$ cat config.mk
export PLATFORM = sky130hd
export DESIGN_NAME = pid_controller_step
export DESIGN_NICKNAME = d
export VERILOG_FILES = /design/src/rtl/core/pidc_pkg.sv /design/src/rtl/core/pidc_regs.sv /design/src/rtl/core/pidc_seq.sv /design/src/rtl/core/pidc_datapath.sv /design/src/rtl/core/pid_controller_step.sv
export SDC_FILE = /design/constraint.sdc
export NUM_CORES = 2
export LEC_CHECK = 0
export BUFFER_PORTS_ARGS = -buffer_cell sky130_fd_sc_hd__buf_2
export CAP_MARGIN = 10
export CORE_AREA = 2 2 385 387
export DETAILED_ROUTE_END_ITERATION = 7
export DIE_AREA = 0 0 387 389
export PLACE_DENSITY = 0.68
export SLEW_MARGIN = 20
export SYNTH_ARGS = -nofsm -noshare
export SYNTH_HDL_FRONTEND = slang
export SYNTH_SLANG_ARGS = --single-unit
$ cat constraint.sdc
create_clock -name clk -period 21.5 [get_ports clk]
set_input_delay 1.075 -clock clk [delete_from_list [all_inputs] [get_ports clk]]
set_output_delay 1.075 -clock clk [all_outputs]
set_load 0.02 [all_outputs]
$ cat src/rtl/core/pidc_pkg.sv
// Shared widths, register map, control word layout and microprogram for the PID step.
package pidc_pkg;

	// Fixed point format and datapath widths
	localparam int FRAC_BITS = 16;
	localparam int TIME_BITS = 16;
	localparam int DATA_W    = 32;
	localparam int TIME_W    = 16;
	localparam int HALF_W    = 32;
	localparam int OPER_W    = 33;
	localparam int MUL_W     = 2 * OPER_W;
	localparam int INTEG_W   = 48;
	localparam int INTEG_X_W = INTEG_W + 1;
	localparam int DERIV_W   = 64;
	localparam int PROD_W    = 96;
	localparam int ADDR_W    = 5;
	localparam int IDX_W     = 3;

	localparam logic signed [DATA_W-1:0] DATA_MAX = {1'b0, {(DATA_W-1){1'b1}}};
	localparam logic signed [DATA_W-1:0] DATA_MIN = {1'b1, {(DATA_W-1){1'b0}}};
	localparam logic signed [INTEG_W-1:0] INTEG_MAX = {1'b0, {(INTEG_W-1){1'b1}}};
	localparam logic signed [INTEG_W-1:0] INTEG_MIN = {1'b1, {(INTEG_W-1){1'b0}}};

	// Register map
	typedef enum logic [IDX_W-1:0] {
		REG_SETPOINT  = 3'd0,
		REG_GAIN_P    = 3'd1,
		REG_GAIN_I    = 3'd2,
		REG_GAIN_D    = 3'd3,
		REG_STEP_TIME = 3'd4,
		REG_STEP_RATE = 3'd5
	} pidc_reg_t;

	localparam logic [TIME_W-1:0] STEP_TIME_RST = 16'd655;
	localparam logic [DATA_W-1:0] STEP_RATE_RST = 32'd6553600;

	typedef struct packed {
		logic [DATA_W-1:0] setpoint;
		logic [DATA_W-1:0] gain_p;
		logic [DATA_W-1:0] gain_i;
		logic [DATA_W-1:0] gain_d;
		logic [TIME_W-1:0] step_time;
		logic [DATA_W-1:0] step_rate;
	} pidc_cfg_t;

	// Datapath status seen by the sequencer
	typedef struct packed {
		logic out_busy;
		logic gain_d_zero;
	} pidc_stat_t;

	// Control word fields
	localparam int STEP_W = 4;
	typedef logic [STEP_W-1:0] step_t;

	typedef enum logic [2:0] {
		C_NEVER,
		C_NO_IN,
		C_OUT_BUSY,
		C_GAIN_D_ZERO
	} cond_t;

	typedef enum logic [2:0] {
		A_ERR,
		A_DIFF,
		A_GAIN_P,
		A_GAIN_I,
		A_GAIN_D
	} asel_t;

	typedef enum logic [2:0] {
		B_TIME,
		B_RATE,
		B_ERR,
		B_INT_LO,
		B_INT_HI,
		B_DER_LO,
		B_DER_HI
	} bsel_t;

	typedef enum logic [1:0] {
		P_HOLD,
		P_LOAD,
		P_ADD_HI
	} prod_op_t;

	typedef enum logic [1:0] {
		S_HOLD,
		S_LOAD,
		S_ADD
	} sum_op_t;

	typedef enum logic [2:0] {
		M_NONE,
		M_ERROR,
		M_DIFF,
		M_INTEG,
		M_DERIV,
		M_OUTPUT
	} misc_t;

	typedef struct packed {
		cond_t    cond;
		logic     waits;
		step_t    target;
		asel_t    a_sel;
		bsel_t    b_sel;
		prod_op_t prod_op;
		sum_op_t  sum_op;
		misc_t    misc;
	} pidc_ctrl_t;

	// Program step addresses
	localparam step_t ST_IDLE  = 4'd0;
	localparam step_t ST_TIME  = 4'd1;
	localparam step_t ST_RATE  = 4'd2;
	localparam step_t ST_PTERM = 4'd3;
	localparam step_t ST_ILO   = 4'd4;
	localparam step_t ST_IHI   = 4'd5;
	localparam step_t ST_DLO   = 4'd6;
	localparam step_t ST_DHI   = 4'd7;
	localparam step_t ST_DSUM  = 4'd8;
	localparam step_t ST_DADD  = 4'd9;
	localparam step_t ST_OUT   = 4'd10;

	// Microprogram ROM
	function automatic pidc_ctrl_t ucode_word(input step_t s);
		pidc_ctrl_t w;
		w.cond    = C_NEVER;
		w.waits   = 1'b0;
		w.target  = ST_IDLE;
		w.a_sel   = A_ERR;
		w.b_sel   = B_TIME;
		w.prod_op = P_HOLD;
		w.sum_op  = S_HOLD;
		w.misc    = M_NONE;
		case (s)
			ST_IDLE: begin
				w.cond   = C_NO_IN;
				w.waits  = 1'b1;
				w.target = ST_TIME;
				w.misc   = M_ERROR;
			end
			ST_TIME: begin
				w.a_sel = A_ERR;
				w.b_sel = B_TIME;
				w.misc  = M_DIFF;
			end
			ST_RATE: begin
				w.a_sel = A_DIFF;
				w.b_sel = B_RATE;
				w.misc  = M_INTEG;
			end
			ST_PTERM: begin
				w.a_sel = A_GAIN_P;
				w.b_sel = B_ERR;
				w.misc  = M_DERIV;
			end
			ST_ILO: begin
				w.a_sel   = A_GAIN_I;
				w.b_sel   = B_INT_LO;
				w.prod_op = P_LOAD;
			end
			ST_IHI: begin
				w.a_sel   = A_GAIN_I;
				w.b_sel   = B_INT_HI;
				w.prod_op = P_LOAD;
				w.sum_op  = S_LOAD;
			end
			ST_DLO: begin
				w.a_sel   = A_GAIN_D;
				w.b_sel   = B_DER_LO;
				w.prod_op = P_ADD_HI;
			end
			ST_DHI: begin
				w.cond    = C_GAIN_D_ZERO;
				w.target  = ST_OUT;
				w.a_sel   = A_GAIN_D;
				w.b_sel   = B_DER_HI;
				w.prod_op = P_LOAD;
				w.sum_op  = S_ADD;
			end
			ST_DSUM: begin
				w.prod_op = P_ADD_HI;
			end
			ST_DADD: begin
				w.sum_op = S_ADD;
			end
			ST_OUT: begin
				w.cond   = C_OUT_BUSY;
				w.waits  = 1'b1;
				w.target = ST_IDLE;
				w.misc   = M_OUTPUT;
			end
			default: begin
				w.cond   = C_NEVER;
				w.waits  = 1'b0;
				w.target = ST_IDLE;
			end
		endcase
		return w;
	endfunction

endpackage

$ cat src/rtl/core/pidc_regs.sv
// APB configuration registers for the PID step.
module pidc_regs import pidc_pkg::*; (
	input  logic              clk,
	input  logic              arst_n,
	input  logic              psel,
	input  logic              penable,
	input  logic              pwrite,
	input  logic [ADDR_W-1:0] paddr,
	input  logic [DATA_W-1:0] pwdata,
	output logic [DATA_W-1:0] prdata,
	output logic              pready,
	output pidc_cfg_t         cfg
);

	pidc_cfg_t        cfg_q;
	logic             wr_en;
	logic [IDX_W-1:0] idx;

	assign pready = 1'b1;
	assign wr_en  = psel && penable && pwrite;
	assign idx    = paddr[ADDR_W-1:2];
	assign cfg    = cfg_q;

	// Write a register on a completed write transaction
	always_ff @(posedge clk or negedge arst_n) begin
		if (!arst_n) begin
			cfg_q.setpoint  <= '0;
			cfg_q.gain_p    <= '0;
			cfg_q.gain_i    <= '0;
			cfg_q.gain_d    <= '0;
			cfg_q.step_time <= STEP_TIME_RST;
			cfg_q.step_rate <= STEP_RATE_RST;
		end else if (wr_en) begin
			case (idx)
				REG_SETPOINT:  cfg_q.setpoint  <= pwdata;
				REG_GAIN_P:    cfg_q.gain_p    <= pwdata;
				REG_GAIN_I:    cfg_q.gain_i    <= pwdata;
				REG_GAIN_D:    cfg_q.gain_d    <= pwdata;
				REG_STEP_TIME: cfg_q.step_time <= pwdata[TIME_W-1:0];
				REG_STEP_RATE: cfg_q.step_rate <= pwdata;
				default: ;
			endcase
		end
	end

	// Read back
	always_comb begin
		case (idx)
			REG_SETPOINT:  prdata = cfg_q.setpoint;
			REG_GAIN_P:    prdata = cfg_q.gain_p;
			REG_GAIN_I:    prdata = cfg_q.gain_i;
			REG_GAIN_D:    prdata = cfg_q.gain_d;
			REG_STEP_TIME: prdata = DATA_W'(cfg_q.step_time);
			REG_STEP_RATE: prdata = cfg_q.step_rate;
			default:       prdata = '0;
		endcase
	end

endmodule

$ cat src/rtl/core/pidc_seq.sv
// Microprogram sequencer: step counter, control ROM and conditional jumps.
module pidc_seq import pidc_pkg::*; (
	input  logic       clk,
	input  logic       arst_n,
	input  logic       in_valid,
	input  pidc_stat_t stat,
	output pidc_ctrl_t ctrl,
	output logic       fire,
	output logic       in_ready
);

	step_t pc_q;
	step_t pc_d;
	logic  hit;

	assign ctrl     = ucode_word(pc_q);
	assign in_ready = (ctrl.misc == M_ERROR);

	// Evaluate the step's condition
	always_comb begin
		case (ctrl.cond)
			C_NEVER:       hit = 1'b0;
			C_NO_IN:       hit = !in_valid;
			C_OUT_BUSY:    hit = stat.out_busy;
			C_GAIN_D_ZERO: hit = stat.gain_d_zero;
			default:       hit = 1'b0;
		endcase
	end

	// Wait steps hold in place with their actions dropped; others jump or advance
	assign fire = !(ctrl.waits && hit);

	always_comb begin
		if (ctrl.waits) begin
			pc_d = hit ? pc_q : ctrl.target;
		end else begin
			pc_d = hit ? ctrl.target : STEP_W'(pc_q + 1'b1);
		end
	end

	always_ff @(posedge clk or negedge arst_n) begin
		if (!arst_n) begin
			pc_q <= ST_IDLE;
		end else begin
			pc_q <= pc_d;
		end
	end

`ifndef ASSERT_OFF
	a_pc_in_program: assert property (@(posedge clk) disable iff (!arst_n)
		pc_q <= ST_OUT)
		else $error("step counter left the program");

	a_out_returns_idle: assert property (@(posedge clk) disable iff (!arst_n)
		(fire && ctrl.misc == M_OUTPUT) |=> pc_q == ST_IDLE)
		else $error("sequencer did not return to idle after output");

	a_accept_advances: assert property (@(posedge clk) disable iff (!arst_n)
		(pc_q == ST_IDLE && in_valid) |=> pc_q == ST_TIME)
		else $error("accepted transaction did not start the program");
`endif

endmodule

$ cat src/rtl/core/pidc_datapath.sv
// PID datapath: error, integral, derivative, shared multiplier and term accumulator.
module pidc_datapath import pidc_pkg::*; (
	input  logic                     clk,
	input  logic                     arst_n,
	input  pidc_ctrl_t               ctrl,
	input  logic                     fire,
	input  pidc_cfg_t                cfg,
	input  logic signed [DATA_W-1:0] measurement,
	input  logic                     out_ready,
	output logic                     out_valid,
	output logic signed [DATA_W-1:0] drive,
	output logic                     clipped,
	output pidc_stat_t               stat
);

	logic signed [DATA_W-1:0]    err_q;
	logic signed [DATA_W-1:0]    last_q;
	logic signed [OPER_W-1:0]    diff_q;
	logic signed [INTEG_W-1:0]   integ_q;
	logic signed [DERIV_W-1:0]   deriv_q;
	logic signed [MUL_W-1:0]     mul_q;
	logic signed [PROD_W-1:0]    prod_q;
	logic signed [PROD_W-1:0]    sum_q;
	logic                        clip_q;
	logic signed [DATA_W-1:0]    drive_q;
	logic                        clipped_q;
	logic                        out_valid_q;

	logic signed [DATA_W:0]      err_wide;
	logic                        err_ovf;
	logic signed [DATA_W-1:0]    err_sat;
	logic signed [INTEG_X_W-1:0] integ_wide;
	logic                        integ_ovf;
	logic signed [INTEG_W-1:0]   integ_sat;
	logic signed [OPER_W-1:0]    mul_a;
	logic signed [OPER_W-1:0]    mul_b;
	logic signed [PROD_W-1:0]    prod_shr;
	logic [PROD_W-DATA_W:0]      sum_top;
	logic                        sum_fits;
	logic signed [DATA_W-1:0]    drive_sat;

	// Saturated error
	assign err_wide = (DATA_W+1)'($signed(cfg.setpoint)) - (DATA_W+1)'(measurement);
	assign err_ovf  = err_wide[DATA_W] ^ err_wide[DATA_W-1];
	assign err_sat  = err_ovf ? (err_wide[DATA_W] ? DATA_MIN : DATA_MAX) : err_wide[DATA_W-1:0];

	// Saturated integral update from the error times interval product
	assign integ_wide = INTEG_X_W'(integ_q) + INTEG_X_W'(mul_q >>> TIME_BITS);
	assign integ_ovf  = integ_wide[INTEG_W] ^ integ_wide[INTEG_W-1];
	assign integ_sat  = integ_ovf ? (integ_wide[INTEG_W] ? INTEG_MIN : INTEG_MAX)
	                              : integ_wide[INTEG_W-1:0];

	// Multiplier operand selection
	always_comb begin
		case (ctrl.a_sel)
			A_ERR:    mul_a = OPER_W'(err_q);
			A_DIFF:   mul_a = diff_q;
			A_GAIN_P: mul_a = OPER_W'($signed(cfg.gain_p));
			A_GAIN_I: mul_a = OPER_W'($signed(cfg.gain_i));
			A_GAIN_D: mul_a = OPER_W'($signed(cfg.gain_d));
			default:  mul_a = '0;
		endcase
	end

	always_comb begin
		case (ctrl.b_sel)
			B_TIME:   mul_b = $signed(OPER_W'(cfg.step_time));
			B_RATE:   mul_b = $signed(OPER_W'(cfg.step_rate));
			B_ERR:    mul_b = OPER_W'(err_q);
			B_INT_LO: mul_b = $signed(OPER_W'(integ_q[HALF_W-1:0]));
			B_INT_HI: mul_b = OPER_W'($signed(integ_q[INTEG_W-1:HALF_W]));
			B_DER_LO: mul_b = $signed(OPER_W'(deriv_q[HALF_W-1:0]));
			B_DER_HI: mul_b = OPER_W'($signed(deriv_q[DERIV_W-1:HALF_W]));
			default:  mul_b = '0;
		endcase
	end

	// Output saturation
	assign prod_shr  = prod_q >>> FRAC_BITS;
	assign sum_top   = sum_q[PROD_W-1:DATA_W-1];
	assign sum_fits  = (&sum_top) | ~(|sum_top);
	assign drive_sat = sum_fits ? sum_q[DATA_W-1:0] : (sum_q[PROD_W-1] ? DATA_MIN : DATA_MAX);

	// Working registers
	always_ff @(posedge clk) begin
		mul_q <= MUL_W'(mul_a) * MUL_W'(mul_b);
		if (fire && ctrl.misc == M_ERROR) begin
			err_q  <= err_sat;
			clip_q <= err_ovf;
		end
		if (fire && ctrl.misc == M_DIFF) begin
			diff_q <= OPER_W'(err_q) - OPER_W'(last_q);
		end
		if (fire && ctrl.misc == M_INTEG && integ_ovf) begin
			clip_q <= 1'b1;
		end
		if (fire && ctrl.misc == M_DERIV) begin
			deriv_q <= DERIV_W'(mul_q >>> FRAC_BITS);
		end
		if (fire && ctrl.misc == M_OUTPUT) begin
			drive_q   <= drive_sat;
			clipped_q <= clip_q | !sum_fits;
		end
		case (ctrl.prod_op)
			P_LOAD:   prod_q <= PROD_W'(mul_q);
			P_ADD_HI: prod_q <= prod_q + (PROD_W'(mul_q) <<< HALF_W);
			default:  ;
		endcase
		case (ctrl.sum_op)
			S_LOAD:  sum_q <= prod_shr;
			S_ADD:   sum_q <= sum_q + prod_shr;
			default: ;
		endcase
	end

	// Controller state and output valid
	always_ff @(posedge clk or negedge arst_n) begin
		if (!arst_n) begin
			last_q      <= '0;
			integ_q     <= '0;
			out_valid_q <= 1'b0;
		end else begin
			if (fire && ctrl.misc == M_DIFF) begin
				last_q <= err_q;
			end
			if (fire && ctrl.misc == M_INTEG) begin
				integ_q <= integ_sat;
			end
			if (fire && ctrl.misc == M_OUTPUT) begin
				out_valid_q <= 1'b1;
			end else if (out_ready) begin
				out_valid_q <= 1'b0;
			end
		end
	end

	assign out_valid        = out_valid_q;
	assign drive            = drive_q;
	assign clipped          = clipped_q;
	assign stat.out_busy    = out_valid_q && !out_ready;
	assign stat.gain_d_zero = (cfg.gain_d == '0);

`ifndef ASSERT_OFF
	a_output_valid: assert property (@(posedge clk) disable iff (!arst_n)
		(fire && ctrl.misc == M_OUTPUT) |=> out_valid_q)
		else $error("result not presented after output step");

	a_rail_on_overflow: assert property (@(posedge clk) disable iff (!arst_n)
		(fire && ctrl.misc == M_OUTPUT && !sum_fits) |=>
		clipped_q && (drive_q == DATA_MAX || drive_q == DATA_MIN))
		else $error("saturated drive not at a rail or not flagged");

	a_last_error: assert property (@(posedge clk) disable iff (!arst_n)
		(fire && ctrl.misc == M_DIFF) |=> last_q == $past(err_q))
		else $error("previous error not updated");
`endif

endmodule

$ cat src/rtl/core/pid_controller_step.sv
// Top level of the positional fixed-point PID step.
// Each accepted measurement yields one drive value with a saturation flag. The block
// works on one measurement at a time: a microprogram of eleven steps runs the error,
// integral and derivative updates and the three gain terms through one shared 33x33
// signed multiplier, which is used seven times per measurement. A measurement is
// accepted in the idle step and its result is loaded into the output register in the
// output step; with gain_d at zero the two derivative-term steps are skipped. The next
// measurement is accepted the cycle after the result is loaded, so a new measurement
// is taken only once the previous one is through, and later still while a finished
// result is waiting to be taken.
// Configuration registers sit on an APB port at byte addresses 4*i and should be
// written only while the block is idle.
module pid_controller_step import pidc_pkg::*; (
	input  logic                     clk,
	input  logic                     arst_n,
	input  logic                     psel,
	input  logic                     penable,
	input  logic                     pwrite,
	input  logic [ADDR_W-1:0]        paddr,
	input  logic [DATA_W-1:0]        pwdata,
	output logic [DATA_W-1:0]        prdata,
	output logic                     pready,
	input  logic                     in_valid,
	output logic                     in_ready,
	input  logic signed [DATA_W-1:0] measurement,
	output logic                     out_valid,
	input  logic                     out_ready,
	output logic signed [DATA_W-1:0] drive,
	output logic                     clipped
);

	pidc_cfg_t  cfg;
	pidc_ctrl_t ctrl;
	pidc_stat_t stat;
	logic       fire;

	// Configuration registers
	pidc_regs u_regs (
		.clk     (clk),
		.arst_n  (arst_n),
		.psel    (psel),
		.penable (penable),
		.pwrite  (pwrite),
		.paddr   (paddr),
		.pwdata  (pwdata),
		.prdata  (prdata),
		.pready  (pready),
		.cfg     (cfg)
	);

	// Sequencer
	pidc_seq u_seq (
		.clk      (clk),
		.arst_n   (arst_n),
		.in_valid (in_valid),
		.stat     (stat),
		.ctrl     (ctrl),
		.fire     (fire),
		.in_ready (in_ready)
	);

	// Datapath
	pidc_datapath u_dp (
		.clk         (clk),
		.arst_n      (arst_n),
		.ctrl        (ctrl),
		.fire        (fire),
		.cfg         (cfg),
		.measurement (measurement),
		.out_ready   (out_ready),
		.out_valid   (out_valid),
		.drive       (drive),
		.clipped     (clipped),
		.stat        (stat)
	);

endmodule

==> key figures <==
Timing
  • Clk_skew: 0.03653 ns
  • Minimum clock period: 12.39 ns
  • Fin. max-slew vios: 0
  • Max-slew headroom: 19.80%
  • Final Hold Fails: 0
  • Peak Freq: 80.72 MHz
  • RSZ-0062 raised after global routing: no
  • Worst-Margin Slew: 1.203 ns
  • Fin crit share: roughly 58%
  • Fin Setup TNS: 0 ns
  • Hold WS: about 0.47 ns
  • Setup WS post-layout: between 9 and 10 ns
  • # setup viols final: 0

Detailed routing
  • Vias: about 65k
  • Pre-antenna DRT Iters: 7
  • Routed WL: 276900 um
  • Drt drc: 0
  • Starting DRT DRC Count: 7045
  • Antenna-violating nets left: 0
  • WL per Instance: 26.16 um
  • Vias per cell: approximately 6

Yosys
  • Post-synthesis cell count: between 8k and 9k
  • Post-synth top area share: between 20 and 30%
  • Mapped cell area: approximately 80000 um2
  • Area contributors post-synth: fa_1 29%, edfxtp_1 12%, dfrtp_1 7.9%, ha_1 7.7%, inv_1 6.6%
  • Leading area contributor after synthesis: fa_1
  • EDFF count, synth: approximately 320
  • Sequential element share of the synthesized area: a little over a fifth
  • Syn Area/Cell: just over 9 um2
  • Syn. warnings: 0
  • Primary FF master, synth: edfxtp_1
  • Number of synthesized register bits: roughly 650
  • Asr flop ratio synth: about two fifths
  • Netlist cell types: 90
  • Synthesized net count: slightly above 10k

Setup path
  • CP endpoint kind: register
  • Startpoint types: register
  • Worst path slowest cell: fa_1
  • WS Path Type: register to register
  • Crit Path Max Fanout: 33
  • Largest stage delay, worst path: 1.03 ns
  • Critical Path RT: around 22 ns
  • Most frequent CP cell: fa_1
  • Critical Path AT: between 10 and 15 ns

CTS
  • TritonCTS clock tree: done
  • Worst-path clk slew: 0.06 ns
  • Root buf cell: clkbuf_16
  • CTS Hold Bufs: 0
  • CTS Buf Count: 77
  • H-tree levels: 3
  • Num Clock Sinks: around 650
  • CTS max path bufs: 3
  • Postcts setup bufs: 0
  • Clock Latency Late Sink: 0.69 ns
  • CTS resizes: 0

Place
  • Pre-CTS WS: between 9 and 10 ns
  • Port Buf Inserts: 140
  • Gpl congestion: 0.9943
  • Placed Cells: ~10k
  • DP Wirelength: approximately 210000 um

Floorplanning
  • Die ar.: approximately 150000 um2
  • Die Wd: 387 um
  • I/O pins: approximately 140
  • Initial Utilization: a little over half
  • Core area: approximately 150000 um2
  • # rows: ~140
  • Die height: 389 um

Global route
  • Pin count of the biggest net entering global routing: between 100 and 150
  • Initial antenna violation count: 11
  • Total global-route track usage: a little under two fifths
  • Global-route wire length before repair: 415900 um
  • Gr ovfl total: 0
  • Vias in the first global route: ~67k

Final layout
  • Fraction of layout cells with a size suffix above 1: a little under a tenth
  • Area occupied by multi-input gates: roughly 56000 um2
  • Area Overhead vs Synth: 7.326%
  • Final std cells w/o fill: around 11k
  • Nets: a little over 10k
  • # fillers: 12.84k
  • Highest-count cells in the layout ignoring fill and taps: 1407 x inv_1, 1150 x fa_1, 1082 x nand2_1, 626 x nor2_1, 492 x ha_1
  • Register area: ~18000 um2
  • Commonest non-fill, non-tap cell in the layout: inv_1

Hold path
  • HP Class: input pin to asynchronous set/reset pin

Run status
  • Status: complete, no violations

Flow run
  • Max_cap viols: 0
## sequential cells by signal (all words and copies together) (netlist names)
name            count
u_regs.cfg        176
u_dp.sum_q         96
u_dp.prod_q        80
u_dp.mul_q         66
u_dp.deriv_q       50
u_dp.integ_q       48
u_dp.diff_q        33
u_dp.drive         32
u_dp.err_q         32
u_dp.last_q        32
u_seq.pc_q          4
u_dp.clip_q         1
u_dp.clipped        1
u_dp.out_valid      1
## synth_stat cells (24+ instances only)
| master | number |
|---|---|
| a211oi_1 | 39 |
| a21o_1 | 168 |
| a21oi_1 | 369 |
| a222oi_1 | 66 |
| a22o_1 | 24 |
| a22oi_1 | 63 |
| a31oi_1 | 70 |
| and2_1 | 70 |
| and3_1 | 55 |
| clkbuf_1 | 394 |
| dfrtp_1 | 252 |
| dfxtp_1 | 67 |
| edfxtp_1 | 324 |
| fa_1 | 1150 |
| ha_1 | 494 |
| inv_1 | 1410 |
| maj3_1 | 31 |
| mux2_2 | 262 |
| nand2_1 | 1082 |
| nand2b_1 | 56 |
| nand3_1 | 139 |
| nand4_1 | 82 |
| nor2_1 | 635 |
| nor2b_1 | 63 |
| nor3_1 | 61 |
| nor4_1 | 41 |
| o211ai_1 | 25 |
| o21a_1 | 53 |
| o21ai_0 | 368 |
| o21bai_1 | 66 |
| o31ai_1 | 26 |
| or3_1 | 25 |
| xnor2_1 | 189 |
| xor2_1 | 98 |
## final cells by class
cell class	instances	share of cell area (%)
Timing Repair Buffer	295	2.193
Inverter	1411	6.157
Clock inverter	35	0.5452
Antenna cell	11	0.03199
Tap cell	1930	2.806
Sequential cell	652	20.47
Clock buffer	106	2.472
Multi-Input combinational cell	6148	65.33
## critical path, delay by kind of cell (launching register included)
kind	cells	cell delay (ns)
compound gates	11	3.43
flops	1	0.44
fa+ha+maj	10	5.80
simple gates	4	1.06
xor+xnor	1	0.15
buf+inv	6	1.37
## path summary, 6_finish.rpt
path | startpoint | endpoint | slack [ns] | cells past startpoint
worst max-delay path | u_seq.pc_q[0]$_DFFE_PN0P_ | u_dp.mul_q[64]$_DFF_P_ | 9.11 | 32
worst min-delay path | arst_n | u_regs.cfg[164]$_DFFE_PN0P_ | 0.47 | 1
worst max register to register | u_seq.pc_q[0]$_DFFE_PN0P_ | u_dp.mul_q[64]$_DFF_P_ | 9.11 | 32
worst min register to register | u_dp.last_q[0]$_DFFE_PN0P_ | u_dp.last_q[0]$_DFFE_PN0P_ | 0.50 | 2
max in group asynchronous | arst_n | u_dp.integ_q[0]$_DFFE_PN0P_ | 19.42 | 2
min in group clk | u_dp.last_q[0]$_DFFE_PN0P_ | u_dp.last_q[0]$_DFFE_PN0P_ | 0.50 | 2
## layer usage
metal,track usage (%),vias to the layer above,wire length (um)
li1,-,28280,-
met3,9.928,949,29870
met2,56.56,3495,121200
met5,0,-,18
met4,23.86,2,21920
met1,46.48,32610,104000
## through the flow
step	util [%]	instance area (um2)
3_5_place_dp	56.89	83400
5_1_grt	58.68	86030
6_report	58.70	86060
3_3_place_gp	56.88	83390
2_1_floorplan	-	80180
4_1_cts	58.66	86000
## logic make-up (layout without fill, tap and decap cells)
| family | count (synthesis) | count (layout) | share of synthesized area, % |
|---|---|---|---|
| adder cells (fa/ha/maj) | 1675 | 1675 | 36.81 |
| buffers and inverters | 1822 | 1847 | 8.556 |
| multiplexers | 286 | 286 | 4.104 |
| other | 1 | 12 | 0.004677 |
| AND/OR/NAND/NOR | 2376 | 2376 | 13.00 |
| XOR/XNOR | 287 | 287 | 3.135 |
| AO/OA/AOI/OAI | 1523 | 1523 | 12.42 |
| flip-flops | 652 | 652 | 21.97 |
Power is not shown: default switching activity piles up to over one toggle a cycle in this logic, so the estimate is an artifact.
